**config.mk**
```make
export PLATFORM = sky130hd
export DESIGN_NAME = chm_fifo
export DESIGN_NICKNAME = d
export VERILOG_FILES = /design/src/hdl/assert_macros.svh /design/src/hdl/chm_fifo.sv
export SDC_FILE = /design/constraint.sdc
export NUM_CORES = 1
export LEC_CHECK = 0
export ABC_AREA = 1
export BUFFER_PORTS_ARGS = -buffer_cell sky130_fd_sc_hd__buf_2
export CAP_MARGIN = 25
export CORE_AREA = 2 2 43 45
export DETAILED_ROUTE_END_ITERATION = 10
export DIE_AREA = 0 0 45 47
export GPL_ROUTABILITY_DRIVEN = 0
export GPL_TIMING_DRIVEN = 0
export HOLD_SLACK_MARGIN = 0.15
export PLACE_DENSITY = 0.79
export SLEW_MARGIN = 10
export SYNTH_ARGS = -nofsm -noshare
export SYNTH_HDL_FRONTEND = slang
export SYNTH_SLANG_ARGS = --single-unit
```
**constraint.sdc**
```tcl
create_clock -name i_clk -period 2.5 [get_ports i_clk]
set_clock_uncertainty 0.1 [all_clocks]
set_input_delay 0.5 -clock i_clk [delete_from_list [all_inputs] [get_ports i_clk]]
set_output_delay 0.5 -clock i_clk [all_outputs]
set_load 0.02 [all_outputs]
```
**src/hdl/assert_macros.svh**
```systemverilog
// Assertion macros for the RTL files; the top level includes them.
`ifndef ASSERT_MACROS_SVH
`define ASSERT_MACROS_SVH
`ifndef NO_ASSERTIONS
`define CHM_ASSERT(label, clk, rst_n, prop, msg) \
    label: assert property (@(posedge clk) disable iff (!rst_n) prop) else $error(msg);
`define CHM_ASSERT_NORST(label, clk, prop, msg) \
    label: assert property (@(posedge clk) prop) else $error(msg);
`else
`define CHM_ASSERT(label, clk, rst_n, prop, msg)
`define CHM_ASSERT_NORST(label, clk, prop, msg)
`endif
`endif

```
**src/hdl/chm_fifo.sv**
```systemverilog
// Small queue that decouples two sides of the hash map.
module chm_fifo #(
    parameter int WIDTH = 8,
    parameter int DEPTH = 2
) (
    input  logic             i_clk,
    input  logic             i_rst_n,
    input  logic             i_push,
    input  logic [WIDTH-1:0] i_data,
    output logic             o_full,
    input  logic             i_pop,
    output logic             o_empty,
    output logic [WIDTH-1:0] o_data
);
    localparam int AW = (DEPTH > 1) ? $clog2(DEPTH) : 1;

    logic [WIDTH-1:0] r_mem [DEPTH];
    logic [AW-1:0]    r_wr;
    logic [AW-1:0]    r_rd;
    logic [AW:0]      r_cnt;
    logic             w_push;
    logic             w_pop;

    assign o_full  = (r_cnt == (AW+1)'(DEPTH));
    assign o_empty = (r_cnt == '0);
    assign o_data  = r_mem[r_rd];
    assign w_push  = i_push && !o_full;
    assign w_pop   = i_pop && !o_empty;

    // Storage is written at the tail.
    always_ff @(posedge i_clk) begin
        if (w_push) begin
            r_mem[r_wr] <= i_data;
        end
    end

    // Pointers and fill count.
    always_ff @(posedge i_clk) begin
        if (!i_rst_n) begin
            r_wr  <= '0;
            r_rd  <= '0;
            r_cnt <= '0;
        end else begin
            if (w_push) begin
                r_wr <= (r_wr == AW'(DEPTH-1)) ? '0 : r_wr + 1'b1;
            end
            if (w_pop) begin
                r_rd <= (r_rd == AW'(DEPTH-1)) ? '0 : r_rd + 1'b1;
            end
            if (w_push && !w_pop) begin
                r_cnt <= r_cnt + 1'b1;
            end else if (w_pop && !w_push) begin
                r_cnt <= r_cnt - 1'b1;
            end
        end
    end
endmodule

```
## Yosys cells after proc, flatten, opt, wreduce, memory -nomap -nowiden

Memory sizes are Yosys's and may differ from the RTL's. A register that Yosys moved wholly into a read port is not among the register bits.
Index checks and enable logic that the tools add are counted.

| cells by class | value |
|---|---|
| add/subtract/negate cells | 4 |
| eq/ne operators | 1 |
| muxes and demuxes | 8 |
| reductions and logical operators | 10 |

Operator list:

| cell | number |
|---|---|
| two-way mux 1 bit | 6 |
| logical AND 1 bit | 4 |
| zero test 1 bit | 4 |
| two-way mux 2 bit | 2 |
| adder 1 bit (second input constant) | 2 |
| adder 2 x 1 -> 2 bit (second input constant) | 1 |
| == test 2 bit (second input constant) | 1 |
| zero test 2 bit | 1 |
| nonzero test 2 bit | 1 |
| subtractor 2 x 1 -> 2 bit (second input constant) | 1 |

| storage, ports and cells | value |
|---|---|
| flip-flop bits (word level) | 4 |
| memory bits (writable) | 16 |
| input bits | 12 |
| output and inout port bits | 10 |
| word-level logic and storage cells | 27 |
| memories | 1 |

Memory list:

| memory | words | width | rd ports | clocked after memory_dff | wr ports | RTL line | source |
|---|---|---|---|---|---|---|---|
| r_mem | 2 | 8 | 1 | 1 | 1 | chm_fifo.sv:17 | `logic [WIDTH-1:0] r_mem [DEPTH];` |

## Longest topological paths before layout

| depth | value |
|---|---|
| word-level depth | 7 |
| gate-level depth with buffers | 10 |
| gate-level depth less buffers | 10 |

## Worst setup path before layout

OpenSTA, ideal clock, no wires.

| timing | value |
|---|---|
| path kind | reg-to-reg |
| start point | register r_cnt[0] |
| end point | register r_cnt[1] |
| library setup time | 0.064 ns |
| data arrival time | 1.360 ns |
| data required time | 2.336 ns |
| path slack | 0.977 ns |
| stages on the path, launching flop included | 10 |
| path buffers | 0 |
| period minus slack after synthesis | 1.523 ns |
| cell sequence | dfxtp_1 > nor2_1 > nor2_2 > inv_1 > ha_1 > inv_1 > nand3_1 > nand2_1 > inv_1 > nor2_1 |

| between the ends | value |
|---|---|
| longest elaborated chain between the ends | 6 |
| elaborated cells on any way between the ends | 15 |
| classes of those cells | add/sub (2); eq/ne (1); mux (2); reduce/logical (10) |

Ends and longest elaborated chain:

| what | RTL line | source |
|---|---|---|
| start, declared | chm_fifo.sv:20 | `logic [AW:0] r_cnt;` |
| start signal, assigned | chm_fifo.sv:51 | `r_cnt <= r_cnt + 1'b1;` |
| start signal, assigned | chm_fifo.sv:53 | `r_cnt <= r_cnt - 1'b1;` |
| zero test 2 bit (*) | chm_fifo.sv:25 | `assign o_empty = (r_cnt == '0);` |
| named net o_empty | chm_fifo.sv:12 | `output logic o_empty,` |
| zero test 1 bit (*) | chm_fifo.sv:28 | `assign w_pop = i_pop && !o_empty;` |
| logical AND 1 bit (*) | chm_fifo.sv:28 |  |
| zero test 1 bit | chm_fifo.sv:50 | `if (w_push && !w_pop) begin` |
| logical AND 1 bit | chm_fifo.sv:50 |  |
| two-way mux 2 bit / nonzero test 2 bit (equally long branches) | n/a |  |

Mark *: on every way through the listed nets, which the timed path passes. The rest lies on a longest branch. The select of a mux whose other input is x is not followed.
A chain may end at the register's enable or synchronous reset.

==> impl_metrics.ini <==
[synthesis]
ys.flop_type = edfxtp_1
async_flop_share = 0
synth-edff-count = 16
netlist_top_cells_area = edfxtp_1, dfxtp_1, mux2_2, nor2_1, inv_1
synth.distinct_cells = 15
synth_top_area_share = 0.5836
synth_most_common_cell = edfxtp_1
yosys-top-cells-count = edfxtp_1, nor2_1, inv_1, mux2_2, nand2_1
synthCells = 63
netlist_area_sq_um = 823.3
yosysTopAreaCell = edfxtp_1
postSynthAreaPerCell_sq_um = 13.07
ys_ff_latch = 21
ys_warn_count = 0
yosysSeqAreaShare = 0.7052
synth_nets = 76

[hold_path]
hold_path_depth = 1
hold_path_end = r_mem[1][4]
min-delay-start = i_data[4]
hold_class = in -> reg

[setup_path]
cp_common_cell = buf_2
timing.rr.start = r_cnt[0]
crit_fanout = 8
reg2regPathDepth = 9
crit_path_start_kind = flip-flop
rrSetupSlack_ps = 950
crit_required_ps = 1900
worstReg2RegEnd = r_cnt[1]
worstSetupPathType = reg -> out
cp_slowest_cell = mux2_2
crit_path_max_incr_delay_ps = 360
critical_path.endpoint_type = output port
worstPathArrival_ps = 1330
cp_cell_sequence = buf_2, mux2_2, buf_2

[cells_and_area]
syn_to_final_growth_pct = 18.54
drive_above_1_share = 0.4091
final_util = 0.5909
diodes = 0
layout.nets = 102

[pwr]
finalPower_uw = 965.0
p_leak_uw = 0.0004128
p_per_area_nw_per_um2 = 988.8
irDropWorstVdd_mv = 0.5370

[run]
max_cap_violations = 0

[clocking]
postCtsSetupBuffers = 0
cts_buffers = 3
cts_tree = yes
clockRootBuffer = clkbuf_4
cts_max_path_buffers = 2
h-tree-depth = 1
clkLatencyLatePin_ps = 290
hold_buffers = 0
cts_repair_resize_count = 0
clk_pin_slew_ps = 100
clock_sinks = 21

[sta]
tightest_slew_ps = 667.5
slew_violations = 0
grt_setup_unrepaired = false
fin_crit_ps = 1928
hold_viol_final = 0
final-setup-viol-count = 0
fin_crit_sh = 0.7713
fmax_mhz = 518.6
fin_setup_tns_ps = 0
slew_headroom = 0.5534

[grt]
grt_pass1_vias = 501
grt_max_degree = 12
antenna_found_initial = 0
grt_pass1_wl_microns = 1904
grt_util_all_layers = 0.1368
grt-ovfl-total = 0

[floorplanning]
die-area_sq_um = 2115
rows = 15
coreArea_sq_um = 1652
io_pins = 22
die_w_microns = 45
initial_core_util = 0.4985
die_h_microns = 47

[drt]
ant_nets = 0
drt_iter0_drc = 4
routed_wl_microns = 1266
firstDrtPassIters = 4
via_count = 521
wl_per_cell_microns = 12.06
vias_per_cell = 4.962
drc_errors = 0

[run_status]
status = finished, final reports clean

[place]
dp_hpwl_microns = 977.5
io_buffers = 21
-- area by class of cell --
| type | instances | area (sq um) |
|---|---|---|
| buffer | 1 | 5.005 |
| sequential | 21 | 580.6 |
| inverter | 9 | 33.78 |
| fill | 139 | 675.6 |
| tap | 17 | 21.27 |
| clock buffer | 4 | 26.28 |
| multi-input combinational | 32 | 203.9 |
| timing repair buffer | 21 | 105.1 |
-- worst max-delay path by stage --
stage	depth (start not counted)	to	slack, ps
after floorplan	9	r_cnt[1]	980
after global placement	3	r_mem[1][7]	840
after detailed placement	3	r_mem[1][7]	830
after CTS	3	o_data[0]	540
after global routing	3	o_data[0]	490
final	3	o_data[0]	570
-- metal layers --
| layer | vias to the layer above | routed length, microns | track usage |
|---|---|---|---|
| li1 | 265 | - | - |
| met1 | 239 | 437 | 0.1122 |
| met5 | - | 0 | 0 |
| met4 | 0 | 10 | 0.1059 |
| met2 | 15 | 709 | 0.2543 |
| met3 | 2 | 108 | 0.05769 |
-- report_power, final --
group | leakage, uW | internal [uW] | switching [uW]
Clock | 0.0000150 | 62.0 | 89.3
Sequential | 0.000191 | 446 | 29.3
Combinational | 0.000207 | 128 | 211
Total | 0.000413 | 635 | 330
-- kinds of logic (layout without fill, tap and decap cells) --
kind of cell / after synthesis / in the layout / share of synthesized area
simple gates: 19 / 19 / 0.09423
mux: 8 / 8 / 0.1094
fa+ha+maj: 1 / 1 / 0.01520
compound gates: 4 / 4 / 0.02887
flops: 21 / 21 / 0.7052
buf+inv: 10 / 35 / 0.04710
-- state kept, by name (all words and copies together) (netlist names), named ones only --
name   count
r_mem     16
r_cnt      2
r_rd       1
r_wr       1
-- per-stage QoR --
step	setup WS [ps]	instances	hold WS, ps	area, sq um
6_report	571.8	105	292.1	975.9
5_1_grt	495.0	105	258.5	975.9
4_1_cts	539.7	105	275.2	975.9
3_5_place_dp	830.3	101	386.2	949.7
3_3_place_gp	841.4	101	383.9	949.7
2_1_floorplan	976.6	63	366.9	823.3
-- cell usage in the layout (no fill, tap or decap) --
cell type,instances
a21oi_1,1
buf_2,22
clkbuf_1,1
clkbuf_4,3
dfxtp_1,5
edfxtp_1,16
ha_1,1
inv_1,8
inv_2,1
mux2_2,8
nand2_1,6
nand3_1,1
nand4_1,1
nor2_1,10
nor2_2,1
o21ai_0,2
o21ai_2,1
-- worst max-delay path, delay by kind of cell (launching register included) --
family	cells	cell delay, ps
multiplexers	1	360
buffers and inverters	2	370
flip-flops	1	310
(Power assumes the default switching activity.)
